## src/hw/rtl/slt_pkg.sv

```systemverilog
// slt_pkg: shared types, codes, character constants and decode functions
// for the source line tokenizer. No dependencies; used by every slt module.

package slt_pkg;

	localparam int MAX_COLUMN_DEFAULT = 1023;
	localparam int MAX_LINE_DEFAULT   = 65535;
	localparam int QUEUE_DEPTH        = 4;

	localparam logic [9:0] LEN_CAP = 10'd1023;

	typedef enum logic [1:0] {
		PC_NONE,
		PC_WORD,
		PC_NUM,
		PC_OP
	} pend_class_t;

	localparam logic [1:0] ERR_NONE        = 2'd0;
	localparam logic [1:0] ERR_DIGIT_ALPHA = 2'd1;
	localparam logic [1:0] ERR_BAD_CHAR    = 2'd2;

	localparam logic [4:0] TK_LITERAL = 5'd0;
	localparam logic [4:0] TK_IDENT   = 5'd1;
	localparam logic [4:0] TK_PRINT   = 5'd2;
	localparam logic [4:0] TK_I32     = 5'd3;
	localparam logic [4:0] TK_BOOL    = 5'd4;
	localparam logic [4:0] TK_TRUE    = 5'd5;
	localparam logic [4:0] TK_FALSE   = 5'd6;
	localparam logic [4:0] TK_DIV     = 5'd7;
	localparam logic [4:0] TK_ASSIGN  = 5'd8;
	localparam logic [4:0] TK_EQ      = 5'd9;
	localparam logic [4:0] TK_NOT     = 5'd10;
	localparam logic [4:0] TK_NE      = 5'd11;
	localparam logic [4:0] TK_LT      = 5'd12;
	localparam logic [4:0] TK_LE      = 5'd13;
	localparam logic [4:0] TK_GT      = 5'd14;
	localparam logic [4:0] TK_GE      = 5'd15;
	localparam logic [4:0] TK_AND     = 5'd16;
	localparam logic [4:0] TK_OR      = 5'd17;
	localparam logic [4:0] TK_PLUS    = 5'd18;
	localparam logic [4:0] TK_MINUS   = 5'd19;
	localparam logic [4:0] TK_STAR    = 5'd20;
	localparam logic [4:0] TK_SEMI    = 5'd21;
	localparam logic [4:0] TK_LPAREN  = 5'd22;
	localparam logic [4:0] TK_RPAREN  = 5'd23;
	localparam logic [4:0] TK_LBRACE  = 5'd24;
	localparam logic [4:0] TK_RBRACE  = 5'd25;

	localparam logic [7:0] CH_NL     = 8'h0a;
	localparam logic [7:0] CH_SLASH  = 8'h2f;
	localparam logic [7:0] CH_EQ     = 8'h3d;
	localparam logic [7:0] CH_BANG   = 8'h21;
	localparam logic [7:0] CH_AMP    = 8'h26;
	localparam logic [7:0] CH_PIPE   = 8'h7c;
	localparam logic [7:0] CH_LT     = 8'h3c;
	localparam logic [7:0] CH_GT     = 8'h3e;
	localparam logic [7:0] CH_UNDER  = 8'h5f;
	localparam logic [7:0] CH_PLUS   = 8'h2b;
	localparam logic [7:0] CH_MINUS  = 8'h2d;
	localparam logic [7:0] CH_STAR   = 8'h2a;
	localparam logic [7:0] CH_SEMI   = 8'h3b;
	localparam logic [7:0] CH_LPAREN = 8'h28;
	localparam logic [7:0] CH_RPAREN = 8'h29;
	localparam logic [7:0] CH_LBRACE = 8'h7b;
	localparam logic [7:0] CH_RBRACE = 8'h7d;

	localparam logic [39:0] KW_PRINT = 40'h746e697270;
	localparam logic [39:0] KW_I32   = 40'h0000323369;
	localparam logic [39:0] KW_BOOL  = 40'h006c6f6f62;
	localparam logic [39:0] KW_TRUE  = 40'h0065757274;
	localparam logic [39:0] KW_FALSE = 40'h65736c6166;

	typedef struct packed {
		logic [4:0]  kind;
		logic [1:0]  err;
		logic [7:0]  bad;
		logic [15:0] line;
		logic [9:0]  loc;
		logic [9:0]  start;
		logic [9:0]  len;
	} tok_t;

	typedef struct packed {
		logic two;
		tok_t first;
		tok_t second;
	} bundle_t;

	typedef struct packed {
		logic    avail;
		bundle_t bundle;
	} qhead_t;

	function automatic logic is_digit(input logic [7:0] c);
		return c >= 8'h30 && c <= 8'h39;
	endfunction

	function automatic logic is_alpha(input logic [7:0] c);
		return (c >= 8'h61 && c <= 8'h7a) || (c >= 8'h41 && c <= 8'h5a);
	endfunction

	function automatic logic is_space(input logic [7:0] c);
		return c == 8'h20 || (c >= 8'h09 && c <= 8'h0d);
	endfunction

	function automatic logic is_op_start(input logic [7:0] c);
		logic r;
		case (c) inside
			CH_SLASH, CH_EQ, CH_BANG, CH_LT, CH_GT, CH_AMP, CH_PIPE: r = 1'b1;
			default: r = 1'b0;
		endcase
		return r;
	endfunction

	// TK_LITERAL means the byte is not a single-character token
	function automatic logic [4:0] single_kind(input logic [7:0] c);
		logic [4:0] k;
		unique case (c)
			CH_PLUS:   k = TK_PLUS;
			CH_MINUS:  k = TK_MINUS;
			CH_STAR:   k = TK_STAR;
			CH_SEMI:   k = TK_SEMI;
			CH_LPAREN: k = TK_LPAREN;
			CH_RPAREN: k = TK_RPAREN;
			CH_LBRACE: k = TK_LBRACE;
			CH_RBRACE: k = TK_RBRACE;
			default:   k = TK_LITERAL;
		endcase
		return k;
	endfunction

	function automatic logic [4:0] keyword_kind(input logic [39:0] prefix, input logic [9:0] len);
		logic [4:0] k;
		if (len == 10'd5 && prefix == KW_PRINT) k = TK_PRINT;
		else if (len == 10'd3 && prefix == KW_I32) k = TK_I32;
		else if (len == 10'd4 && prefix == KW_BOOL) k = TK_BOOL;
		else if (len == 10'd4 && prefix == KW_TRUE) k = TK_TRUE;
		else if (len == 10'd5 && prefix == KW_FALSE) k = TK_FALSE;
		else k = TK_IDENT;
		return k;
	endfunction

	// one-character kind in [9:5], two-character kind in [4:0]
	function automatic logic [9:0] op_kinds(input logic [7:0] p);
		logic [9:0] r;
		unique case (p)
			CH_EQ:   r = {TK_ASSIGN, TK_EQ};
			CH_BANG: r = {TK_NOT, TK_NE};
			CH_LT:   r = {TK_LT, TK_LE};
			CH_AMP:  r = {TK_LITERAL, TK_AND};
			CH_PIPE: r = {TK_LITERAL, TK_OR};
			CH_SLASH: r = {TK_DIV, TK_LITERAL};
			default: r = {TK_GT, TK_GE};
		endcase
		return r;
	endfunction

endpackage

```

## src/hw/rtl/source_line_tokenizer.sv

```systemverilog
// source_line_tokenizer: top level of the streaming source tokenizer.
// Depends on slt_pkg, slt_front, slt_queue and slt_back.

// One input item (a source byte or an end-of-line mark) is taken every clock
// while in_ready is high; a token leaves one per clock while out_ready is high,
// with last set on the final token an item causes. An item yields zero, one or two
// tokens; its first token passes the queue and the output register. The front part
// classifies items combinationally and puts their tokens into a four-entry queue;
// in_ready drops only while that queue is full, which happens when items produce
// two tokens each for long stretches or the output side stalls.

module source_line_tokenizer #(
	parameter int MAX_COLUMN = slt_pkg::MAX_COLUMN_DEFAULT,
	parameter int MAX_LINE   = slt_pkg::MAX_LINE_DEFAULT
) (
	input  logic        clk,
	input  logic        arst_n,
	input  logic        in_valid,
	output logic        in_ready,
	input  logic        action,
	input  logic [7:0]  character,
	output logic        out_valid,
	input  logic        out_ready,
	output logic [4:0]  token_kind,
	output logic [1:0]  error_code,
	output logic [7:0]  bad_character,
	output logic [15:0] line_number,
	output logic [9:0]  location_column,
	output logic [9:0]  start_column,
	output logic [9:0]  token_length,
	output logic        last
);

	logic             accept, push, pop, full;
	slt_pkg::bundle_t bundle;
	slt_pkg::qhead_t  head;
	slt_pkg::tok_t    tok;

	assign in_ready = !full;
	assign accept   = in_valid && in_ready;

	slt_front #(
		.MAX_COLUMN (MAX_COLUMN),
		.MAX_LINE   (MAX_LINE)
	) u_front (
		.clk       (clk),
		.arst_n    (arst_n),
		.accept    (accept),
		.action    (action),
		.character (character),
		.push      (push),
		.bundle    (bundle)
	);

	slt_queue u_queue (
		.clk    (clk),
		.arst_n (arst_n),
		.push   (push),
		.din    (bundle),
		.pop    (pop),
		.full   (full),
		.head   (head)
	);

	slt_back u_back (
		.clk       (clk),
		.arst_n    (arst_n),
		.head      (head),
		.pop       (pop),
		.out_valid (out_valid),
		.out_ready (out_ready),
		.tok       (tok),
		.last      (last)
	);

	assign token_kind      = tok.kind;
	assign error_code      = tok.err;
	assign bad_character   = tok.bad;
	assign line_number     = tok.line;
	assign location_column = tok.loc;
	assign start_column    = tok.start;
	assign token_length    = tok.len;

endmodule

```

## src/hw/rtl/slt_front.sv

```systemverilog
// slt_front: per-byte classification, line/column tracking and pending token
// resolution; produces up to two tokens per item. Depends on slt_pkg.

module slt_front #(
	parameter int MAX_COLUMN = slt_pkg::MAX_COLUMN_DEFAULT,
	parameter int MAX_LINE   = slt_pkg::MAX_LINE_DEFAULT
) (
	input  logic              clk,
	input  logic              arst_n,
	input  logic              accept,
	input  logic              action,
	input  logic [7:0]        character,
	output logic              push,
	output slt_pkg::bundle_t  bundle
);

	localparam int CW = $clog2(MAX_COLUMN + 1);
	localparam int LW = $clog2(MAX_LINE + 1);

	logic [LW-1:0]          line_q, line_d;
	logic [CW-1:0]          col_q, col_d;
	slt_pkg::pend_class_t   pcls_q, pcls_d;
	logic [7:0]             pop_q, pop_d;
	logic [CW-1:0]          tstart_q, tstart_d;
	logic [39:0]            prefix_q, prefix_d;
	logic [9:0]             wlen_q, wlen_d;
	logic                   skip_q, skip_d;

	function automatic logic [9:0] col_out(input logic [CW-1:0] x);
		logic [CW+9:0] wide;
		wide = {10'd0, x};
		return wide[9:0];
	endfunction

	function automatic logic [15:0] line_out(input logic [LW-1:0] x);
		logic [LW+15:0] wide;
		wide = {16'd0, x};
		return wide[15:0];
	endfunction

	function automatic logic [CW-1:0] col_inc(input logic [CW-1:0] x);
		return (x == CW'(MAX_COLUMN)) ? x : x + 1'b1;
	endfunction

	logic       c_digit, c_alpha, c_space, c_wstart, c_word, c_opst;
	logic [4:0] c_single;
	logic [9:0] op_k;
	logic       op_slash, op_pair, op_match;
	logic       ext, num_err, op_cons;
	logic [LW-1:0] line_inc;

	assign c_digit  = slt_pkg::is_digit(character);
	assign c_alpha  = slt_pkg::is_alpha(character);
	assign c_space  = slt_pkg::is_space(character);
	assign c_wstart = c_alpha || character == slt_pkg::CH_UNDER;
	assign c_word   = c_wstart || c_digit;
	assign c_opst   = slt_pkg::is_op_start(character);
	assign c_single = slt_pkg::single_kind(character);
	assign op_k     = slt_pkg::op_kinds(pop_q);

	assign op_slash = pop_q == slt_pkg::CH_SLASH;
	assign op_pair  = pop_q == slt_pkg::CH_AMP || pop_q == slt_pkg::CH_PIPE;
	assign op_match = !action && (op_slash ? character == slt_pkg::CH_SLASH :
		op_pair ? character == pop_q : character == slt_pkg::CH_EQ);

	assign ext = !action && ((pcls_q == slt_pkg::PC_WORD && c_word) ||
		(pcls_q == slt_pkg::PC_NUM && c_digit));
	assign num_err = !action && pcls_q == slt_pkg::PC_NUM && c_alpha;
	assign op_cons = pcls_q == slt_pkg::PC_OP && (op_pair || op_match);

	assign line_inc = (line_q == LW'(MAX_LINE)) ? line_q : line_q + 1'b1;

	slt_pkg::tok_t pend, fresh;
	logic          pend_valid, fresh_valid, pv, fv;

	always_comb begin
		pend       = '0;
		pend.line  = line_out(line_q);
		pend.start = col_out(tstart_q);
		pend_valid = 1'b0;
		unique case (pcls_q)
			slt_pkg::PC_NONE: begin
				pend_valid = 1'b0;
			end
			slt_pkg::PC_WORD: begin
				pend_valid = !ext;
				pend.kind  = slt_pkg::keyword_kind(prefix_q, wlen_q);
				pend.loc   = col_out(col_q);
				pend.len   = wlen_q;
			end
			slt_pkg::PC_NUM: begin
				pend_valid = !ext;
				pend.kind  = slt_pkg::TK_LITERAL;
				pend.err   = num_err ? slt_pkg::ERR_DIGIT_ALPHA : slt_pkg::ERR_NONE;
				pend.loc   = col_out(col_q);
				pend.len   = wlen_q;
			end
			slt_pkg::PC_OP: begin
				pend.loc = col_out(col_inc(tstart_q));
				if (op_slash) begin
					pend_valid = !op_match;
					pend.kind  = op_k[9:5];
					pend.len   = 10'd1;
				end else if (op_pair && !op_match) begin
					pend_valid = 1'b1;
					pend.kind  = slt_pkg::TK_LITERAL;
					pend.err   = slt_pkg::ERR_BAD_CHAR;
					pend.bad   = pop_q;
					pend.len   = 10'd1;
				end else begin
					pend_valid = 1'b1;
					pend.kind  = op_match ? op_k[4:0] : op_k[9:5];
					pend.len   = op_match ? 10'd2 : 10'd1;
				end
			end
		endcase
	end

	always_comb begin
		fresh       = '0;
		fresh.line  = line_out(line_q);
		fresh.loc   = col_out(col_inc(col_q));
		fresh.start = col_out(col_q);
		fresh.len   = 10'd1;
		if (c_single != slt_pkg::TK_LITERAL) begin
			fresh.kind = c_single;
		end else begin
			fresh.err = slt_pkg::ERR_BAD_CHAR;
			fresh.bad = character;
		end
		fresh_valid = !action && !ext && !num_err && !op_cons && !c_space && !c_digit &&
			!c_wstart && !c_opst;
	end

	assign pv = !skip_q && pend_valid;
	assign fv = !skip_q && fresh_valid;

	assign push          = accept && (pv || fv);
	assign bundle.two    = pv && fv;
	assign bundle.first  = pv ? pend : fresh;
	assign bundle.second = fresh;

	always_comb begin
		line_d   = line_q;
		col_d    = col_q;
		pcls_d   = pcls_q;
		pop_d    = pop_q;
		tstart_d = tstart_q;
		prefix_d = prefix_q;
		wlen_d   = wlen_q;
		skip_d   = skip_q;
		if (accept) begin
			if (action) begin
				pcls_d   = slt_pkg::PC_NONE;
				pop_d    = '0;
				tstart_d = '0;
				prefix_d = '0;
				wlen_d   = '0;
				skip_d   = 1'b0;
				line_d   = line_inc;
				col_d    = '0;
			end else if (!skip_q) begin
				if (ext) begin
					if (pcls_q == slt_pkg::PC_WORD && wlen_q < 10'd5) begin
						prefix_d = prefix_q | ({32'd0, character} << {wlen_q[2:0], 3'b000});
					end
					if (wlen_q != slt_pkg::LEN_CAP) wlen_d = wlen_q + 10'd1;
					col_d = col_inc(col_q);
				end else if (num_err) begin
					pcls_d = slt_pkg::PC_NONE;
					skip_d = 1'b1;
				end else if (op_cons) begin
					pcls_d = slt_pkg::PC_NONE;
					if (op_match && !op_slash) col_d = col_inc(col_q);
					else skip_d = 1'b1;
				end else begin
					pcls_d = slt_pkg::PC_NONE;
					if (c_space) begin
						if (character == slt_pkg::CH_NL) begin
							line_d = line_inc;
							col_d  = '0;
						end else begin
							col_d = col_inc(col_q);
						end
					end else if (c_digit) begin
						pcls_d   = slt_pkg::PC_NUM;
						tstart_d = col_q;
						wlen_d   = 10'd1;
						col_d    = col_inc(col_q);
					end else if (c_wstart) begin
						pcls_d   = slt_pkg::PC_WORD;
						tstart_d = col_q;
						wlen_d   = 10'd1;
						prefix_d = {32'd0, character};
						col_d    = col_inc(col_q);
					end else if (c_opst) begin
						pcls_d   = slt_pkg::PC_OP;
						pop_d    = character;
						tstart_d = col_q;
						col_d    = col_inc(col_q);
					end else begin
						skip_d = c_single == slt_pkg::TK_LITERAL;
						col_d  = col_inc(col_q);
					end
				end
			end
		end
	end

	always_ff @(posedge clk or negedge arst_n) begin
		if (!arst_n) begin
			line_q   <= '0;
			col_q    <= '0;
			pcls_q   <= slt_pkg::PC_NONE;
			pop_q    <= '0;
			tstart_q <= '0;
			prefix_q <= '0;
			wlen_q   <= '0;
			skip_q   <= 1'b0;
		end else begin
			line_q   <= line_d;
			col_q    <= col_d;
			pcls_q   <= pcls_d;
			pop_q    <= pop_d;
			tstart_q <= tstart_d;
			prefix_q <= prefix_d;
			wlen_q   <= wlen_d;
			skip_q   <= skip_d;
		end
	end

`ifndef SYNTH
	a_skip_no_pending: assert property (@(posedge clk) disable iff (!arst_n)
		skip_q |-> pcls_q == slt_pkg::PC_NONE)
		else $error("pending token held while skipping");
	a_col_bound: assert property (@(posedge clk) disable iff (!arst_n)
		tstart_q <= col_q || pcls_q == slt_pkg::PC_NONE)
		else $error("token start beyond column");
`endif

endmodule

```

## src/hw/rtl/slt_queue.sv

```systemverilog
// slt_queue: short queue of token bundles between the front and back parts.
// Depends on slt_pkg.

module slt_queue (
	input  logic              clk,
	input  logic              arst_n,
	input  logic              push,
	input  slt_pkg::bundle_t  din,
	input  logic              pop,
	output logic              full,
	output slt_pkg::qhead_t   head
);

	localparam int DEPTH = slt_pkg::QUEUE_DEPTH;
	localparam int AW    = $clog2(DEPTH);
	localparam int NW    = $clog2(DEPTH + 1);

	slt_pkg::bundle_t mem_q [DEPTH];
	logic [AW-1:0]    wr_q, rd_q;
	logic [NW-1:0]    cnt_q;

	assign full        = cnt_q == NW'(DEPTH);
	assign head.avail  = cnt_q != '0;
	assign head.bundle = mem_q[rd_q];

	always_ff @(posedge clk) begin
		if (push) mem_q[wr_q] <= din;
	end

	always_ff @(posedge clk or negedge arst_n) begin
		if (!arst_n) begin
			wr_q  <= '0;
			rd_q  <= '0;
			cnt_q <= '0;
		end else begin
			if (push) wr_q <= (wr_q == AW'(DEPTH - 1)) ? '0 : wr_q + 1'b1;
			if (pop) rd_q <= (rd_q == AW'(DEPTH - 1)) ? '0 : rd_q + 1'b1;
			if (push && !pop) cnt_q <= cnt_q + 1'b1;
			else if (pop && !push) cnt_q <= cnt_q - 1'b1;
		end
	end

`ifndef SYNTH
	a_no_overflow: assert property (@(posedge clk) disable iff (!arst_n)
		push |-> !full || pop)
		else $error("push into full queue");
	a_no_underflow: assert property (@(posedge clk) disable iff (!arst_n)
		pop |-> head.avail)
		else $error("pop from empty queue");
`endif

endmodule

```

## src/hw/rtl/slt_back.sv

```systemverilog
// slt_back: serializes queued bundles into single tokens through an output
// register. Depends on slt_pkg.

module slt_back (
	input  logic             clk,
	input  logic             arst_n,
	input  slt_pkg::qhead_t  head,
	output logic             pop,
	output logic             out_valid,
	input  logic             out_ready,
	output slt_pkg::tok_t    tok,
	output logic             last
);

	logic          valid_q, sel_q, last_q;
	slt_pkg::tok_t tok_q;
	logic          load, cur_last;

	assign load     = head.avail && (!valid_q || out_ready);
	assign cur_last = sel_q || !head.bundle.two;
	assign pop      = load && cur_last;

	always_ff @(posedge clk or negedge arst_n) begin
		if (!arst_n) begin
			valid_q <= 1'b0;
			sel_q   <= 1'b0;
		end else begin
			if (!valid_q || out_ready) valid_q <= head.avail;
			if (load) sel_q <= !cur_last;
		end
	end

	always_ff @(posedge clk) begin
		if (load) begin
			tok_q  <= sel_q ? head.bundle.second : head.bundle.first;
			last_q <= cur_last;
		end
	end

	assign out_valid = valid_q;
	assign tok       = tok_q;
	assign last      = last_q;

`ifndef SYNTH
	a_second_follows: assert property (@(posedge clk) disable iff (!arst_n)
		valid_q && out_ready && !last_q |=> valid_q)
		else $error("second token of item did not follow");
`endif

endmodule
```

## config.mk

```make
export PLATFORM = sky130hd
export DESIGN_NAME = source_line_tokenizer
export DESIGN_NICKNAME = d
export VERILOG_FILES = /design/src/hw/rtl/slt_pkg.sv /design/src/hw/rtl/source_line_tokenizer.sv /design/src/hw/rtl/slt_front.sv /design/src/hw/rtl/slt_queue.sv /design/src/hw/rtl/slt_back.sv
export SDC_FILE = /design/constraint.sdc
export NUM_CORES = 1
export LEC_CHECK = 0
export ABC_AREA = 0
export BUFFER_PORTS_ARGS = -buffer_cell sky130_fd_sc_hd__buf_4
export CAP_MARGIN = 25
export CORE_MARGIN = 2
export CORE_UTILIZATION = 40
export CTS_CLUSTER_DIAMETER = 150
export DETAILED_ROUTE_END_ITERATION = 8
export HOLD_SLACK_MARGIN = 0.12
export PLACE_DENSITY_LB_ADDON = 0.15
export RECOVER_POWER = 50
export SLEW_MARGIN = 20
export SYNTH_ARGS = -nofsm -noshare
export SYNTH_HDL_FRONTEND = slang
export SYNTH_SLANG_ARGS = --single-unit
```

## constraint.sdc

```tcl
create_clock -name clk -period 15.2 [get_ports clk]
set_input_delay 1.52 -clock clk [delete_from_list [all_inputs] [get_ports clk]]
set_output_delay 1.52 -clock clk [all_outputs]
set_load 0.03 [all_outputs]
```

## Yosys cells after proc, flatten, opt, wreduce, memory -nomap -nowiden

Memory sizes are Yosys's and may differ from the RTL's.
Cells that the tools add are included.
Widths: inputs -> output; s select.

| word-level totals | value |
|---|---|
| register bits after elaboration | 168 |
| RAM bits | 452 |
| input port bits | 13 |
| memories | 1 |

| cells by class | value |
|---|---|
| add/sub/neg operators | 8 |
| order comparisons | 9 |
| eq/ne operators | 57 |
| shift-type cells | 1 |
| mux-type cells | 109 |
| bitwise operators | 1 |
| reductions and logical operators | 82 |

Memory list:

| name | depth | width | read ports | clocked after Yosys merged registers in | write ports | RTL line | text |
|---|---|---|---|---|---|---|---|
| u_queue.mem_q | 4 | 113 | 1 | 0 | 1 | slt_queue.sv:18 | `slt_pkg::bundle_t mem_q [DEPTH];` |

Operator list:

| kind | count |
|---|---|
| $mux 40 | 9 |
| $mux 10 | 33 |
| $eq 8x6->1 const B | 18 |
| $mux 16 | 8 |
| $mux 61 | 2 |
| $eq 40x31->1 const B | 2 |
| $eq 40x39->1 const B | 2 |
| $mux 8 | 10 |
| $pmux 9 s6 | 1 |
| $eq 40x22->1 const B | 1 |
| $eq 8x7->1 const B | 5 |
| $or 40x40->40 | 1 |
| $pmux 10 s2 | 2 |
| $pmux 5 s8 | 1 |
| $shl 8x6->40 | 1 |
| $logic_and 1x1->1 | 35 |
| $mux 5 | 7 |
| $add 10x1->10 const B | 3 |
| $mux 2 | 12 |
| $reduce_and 7->1 | 3 |
| $eq 10x10->1 const B | 2 |
| $eq 10x3->1 const B | 2 |
| $logic_not 1->1 | 17 |
| $mux 1 | 17 |
| 40 further kinds | 73 |

## Longest topological paths before layout

| logic depth | value |
|---|---|
| word-level depth | 23 |
| gate-level depth with buffers | 14 |
| gate-level depth less buffers | 14 |

## Cells and area by module

From an unflattened synthesis, not the netlist that was laid out.

| second synthesis, totals | value |
|---|---|
| cell total of the unflattened synthesis | 1643 |
| area, all modules | 28272.1 µm² |

Modules (own cells, without submodules):

| module | instances | cells an instance | area each (µm²) |
|---|---|---|---|
| slt_queue | 1 | 680 | 18137.4 |
| slt_front | 1 | 821 | 7128.1 |
| slt_back | 1 | 140 | 2996.6 |
| source_line_tokenizer | 1 | 2 | 10.0 |

## Worst setup path after synthesis

Ideal clock, no wire load.

| timing | value |
|---|---|
| path kind | input port to flip-flop |
| from | input character[3] |
| to | memory u_queue.mem_q[0][0] in the netlist's numbering, enable pin |
| arrival time | 7065 ps |
| setup slack | 7583 ps |
| cell stages on the path | 8 |
| cells stage by stage | buf_2 or2_2 o311a_1 a21o_1 clkbuf_1 o32ai_1 a32oi_2 nor2_1 |

| on the way | value |
|---|---|
| longest elaborated chain between the ends | 21 |
| elaborated cells on any way between the ends | 61 |
| those cells by class | order compare (8); eq/ne (10); mux (7); reduce/logical (36) |

RTL lines:

| item | RTL line | text |
|---|---|---|
| start, declared | source_line_tokenizer.sv:21 | `input logic [7:0] character,` |
| $ge 8x7->1 / $le 8x7->1 (equally long branches) | slt_pkg.sv:100 | `return (c >= 8'h61 && c <= 8'h7a) \|\| (c >= 8'h41 && c <= 8'h5a);` |
| $logic_and 1x1->1 | slt_pkg.sv:100 |  |
| $logic_or 1x1->1 | slt_pkg.sv:100 |  |
| $logic_or 1x1->1 | slt_front.sv:55 | `assign c_wstart = c_alpha \|\| character == slt_pkg::CH_UNDER;` |
| $logic_or 1x1->1 | slt_front.sv:56 | `assign c_word = c_wstart \|\| c_digit;` |
| $logic_and 1x1->1 | slt_front.sv:66 | `assign ext = !action && ((pcls_q == slt_pkg::PC_WORD && c_word) \|\|` |
| $logic_or 1x1->1 | slt_front.sv:66 |  |
| $logic_and 1x1->1 | slt_front.sv:66 |  |
| $logic_not 1->1 | slt_front.sv:86, slt_front.sv:92, slt_front.sv:131 |  |
| $logic_and 1x1->1 (6 in series) | slt_front.sv:131 | `fresh_valid = !action && !ext && !num_err && !op_cons && !c_space && !c_digit &&` |
| $logic_and 1x1->1 | slt_front.sv:132 | `!c_wstart && !c_opst;` |
| $logic_and 1x1->1 | slt_front.sv:136 | `assign fv = !skip_q && fresh_valid;` |
| $logic_or 1x1->1 * | slt_front.sv:138 | `assign push = accept && (pv \|\| fv);` |
| $logic_and 1x1->1 * | slt_front.sv:138 |  |
| $mux 1 * | slt_queue.sv:27 | `if (push) mem_q[wr_q] <= din;` |
| $mux 1 (not written as such) * | slt_queue.sv:27 |  |
| end, declared | slt_queue.sv:18 |  |

Every way passes the cells marked *; elsewhere a longest branch is shown, timed or not.

==> qor.yml <==
drt:
  vias: 13500
  drtPass1Iterations: 5
  ant_nets: 0
  vias_per_cell: 5.60
  wl_per_cell_um: 22.5
  routed_wl_um: 54400
  drc: 0
  drt_iter0_markers: 955
worst_setup_path:
  crit_top_cell: "clkbuf_1"
  cp_top_family: "buffers and inverters"
  path_class: "in -> async"
  reg2reg_from: "u_queue.rd_q[0]$_DFFE_PN0P_"
  regToRegEndpoint: "u_back.tok[0]$_SDFFCE_PP1P_"
  worstPathMaxFanout: 59
  r2r_slack_ps: 9360
  worstSetupStartpointType: "input pin"
  cp_data_required_time_ps: 14810
  reg2reg_depth: 3
  worst-path-buf-inv: 2
  endpoint_kind: "asynchronous set/reset pin"
  path_cells: "clkbuf_1 -> clkbuf_1"
  crit_path_max_incr_delay_ps: 2640
  crit_arrival_ps: 6130
  slowest_stage: "clkbuf_1"
worst_hold_path:
  whs_endpoint: "u_front.prefix_q[39]$_DFFE_PN0P_"
  holdPathStages: 1
  hp-class: "reg -> reg"
  holdCritStartpoint: "u_front.prefix_q[39]$_DFFE_PN0P_"
power_and_ir_drop:
  p_sw_share_pct: 30.3
  ir_drop_mv: 0.0837
  pwr_density_cell_nw_per_um2: 172
  p_int_uw: 3210
  total_leakage_power_uw: 0.00916
  seqPwrFrac_pct: 44.9
  power.share.clock_pct: 30.7
  power_frac_comb_pct: 24.4
  netSwitchingPower_uw: 1400
run_status:
  violations: "capacitance limit, slew limit"
  status: "complete, but fails checks"
timing:
  clock_skew_ps: 13.0
  slew_headroom_pct: -147
  drv_slew: 364
  final.setup.tns_ps: 0
  setup_viol: 0
  post-route-period-util_pct: 42.9
  tightest_slew_ps: 3700
  hold_viol: 0
  rsz0062_at_grt: "no"
  fin_crit_ps: 6520
  fmax_mhz: 153
synthesis:
  synth_most_common_cell: "edfxtp_1"
  netlist_instances: 1517
  synthFlopType: "edfxtp_1"
  ys_seq_area_share_pct: 67.6
  synthTopCellsByCount: "edfxtp_1 (446), dfrtp_1 (106), mux4_2 (96), nor2_1 (81), inv_1 (73)"
  synth-seq-cells: 552
  synthArstFlopShare_pct: 19.2
  yosys-top-cells-area: "edfxtp_1 (56%), dfrtp_1 (11%), mux4_2 (9.1%), mux2_2 (2.2%), nor2_1 (1.3%)"
  avgSynthCellArea_sq_um: 15.6
  synth-edff-count: 446
  synth_area_leader_cell: "edfxtp_1"
  yosys_warnings: 0
  synth.net_count: 1548
  netlist.area_leader.share_pct: 56.4
  synthesis.area_sq_um: 23700
  synth_cell_types: 82
cells_and_area:
  fillers: 5182
  instances_no_fill: 2413
  insertedDiodeCount: 0
  drive_gt1_share_pct: 15.7
  layout.nets: 1622
  syn_to_final_growth_pct: 12.7
clock_tree:
  cts.repair.resized: 0
  clk_latency_ps: 600
  h-tree-depth: 2
  path_clk_slew_ps: 60
  cts.path.max_buffers: 3
  numClockSinks: 552
  ctsHoldBuffers: 0
  cts_made_buffers: 58
  cts_root_buf: "clkbuf_16"
  cts_tree: "yes"
  post-cts-setup-buffers: 0
global_routing:
  grt_max_degree: 65
  grt-ovfl-total: 0
  antenna_found_initial: 0
  grt_first_pass_wirelength_um: 84300
  grt.met1_usage_pct: 25.3
  met3_usage_pct: 2.80
  gr-usage-met2_pct: 29.7
  busiest_layer: "met2"
  grtUsageTotal_pct: 18.1
  grt_pass1_vias: 13600
run:
  max_cap_violations: 9
floorplanning:
  die_w_um: 248
  die_h_um: 248
  row_count: 89
  ioPinCount: 77
  initial_utilization_pct: 40.4
  dieArea_sq_um: 61300
  core_sq_um: 58800
placed_design:
  port_buffers: 76
  dp_cells: 2303
  dpl.hpwl_um: 33500
  place_congestion: 0.853
[layout by cell type (no fill, tap or decap), types with 32 or more instances in the layout]
cell,netlist,layout
clkbuf_16,0,59
inv_1,73,73
and3_1,36,36
mux2_2,46,32
nor2_1,81,77
a21oi_1,35,34
edfxtp_1,446,446
clkbuf_1,61,100
dfrtp_1,106,104
nand2_1,63,63
mux4_2,96,96
[cell families (layout without fill, tap and decap cells)]
family                     Yosys count  in the layout  synth area share (%)
AOI/OAI and AO/OA                  222            222                  6.93
and+or+nand+nor                    374            374                  8.65
adders and majority gates           20             20                  1.07
xor gates and xnor gates            38             38                  1.40
muxes                              151            151                  11.7
buffers and inverters              160            283                  2.66
DFF                                552            552                  67.6
[worst max-delay path by stage]
stage                                            endpoint  slack [ps]  depth (start not counted)         start
after floorplan             u_queue.mem_q[0][0]$_DFFE_PP_        7580                          8  character[3]
after global placement    u_queue.mem_q[0][109]$_DFFE_PP_        9760                          9  character[1]
after detailed placement   u_queue.mem_q[0][48]$_DFFE_PP_        9710                          9  character[1]
after CTS                 u_queue.mem_q[0][107]$_DFFE_PP_       10360                          9  character[1]
after global routing             u_back.sel_q$_DFFE_PN0P_        7460                          2        arst_n
final                            u_back.sel_q$_DFFE_PN0P_        8680                          2        arst_n
[power groups by stage]
stage / Sequential [uW] / Clock [uW] / Combinational [uW]
2_1_floorplan: 2200 / 0 / 700
3_3_place_gp: 2090 / 0 / 1210
3_5_place_dp: 2100 / 0 / 1220
4_1_cts: 2070 / 1460 / 1220
5_1_grt: 2100 / 1510 / 1230
6_report: 2070 / 1410 / 1120
[layout make-up]
class                           count  area (sq um)  share of cell area (%)
Clock buffer                       92          1690                    6.32
Clock inverter                     17           221                   0.828
Inverter                           74           278                    1.04
Multi-Input combinational cell    805          7070                    26.4
Sequential cell                   552         16100                    60.0
Tap cell                          773           967                    3.62
Timing Repair Buffer              100           473                    1.77
[stage by stage]
stage / power [uW] / cell area [sq um] / hold WS (ps) / worst slack, ps / util, %
final: 4600 / 26800 / 486 / 8680 / 45.5
after global placement: 3310 / 25200 / 472 / 9760 / 42.8
after global routing: 4840 / 26800 / 509 / 7460 / 45.5
after floorplan: 2900 / 23700 / 444 / 7580 / -
after CTS: 4750 / 27100 / 489 / 10360 / 46.0
after detailed placement: 3320 / 25200 / 472 / 9710 / 42.8
[state kept, by name (all words and copies together), names as in the netlist]
name / flops
u_back.last: 1
u_back.out_valid: 1
u_back.sel_q: 1
u_back.tok: 61
u_front.col_q: 10
u_front.line_q: 16
u_front.pcls_q: 2
u_front.pop_q: 8
u_front.prefix_q: 40
u_front.skip_q: 1
u_front.tstart_q: 10
u_front.wlen_q: 10
u_queue.cnt_q: 3
u_queue.mem_q: 384
u_queue.rd_q: 2
u_queue.wr_q: 2
[routing by layer]
layer / part of all wire (%) / wire (um)
met5: 0 / 0
met4: 2.1 / 1120
met3: 4.1 / 2240
met2: 48 / 26400
met1: 45 / 24700
(Power assumes the default switching activity.)
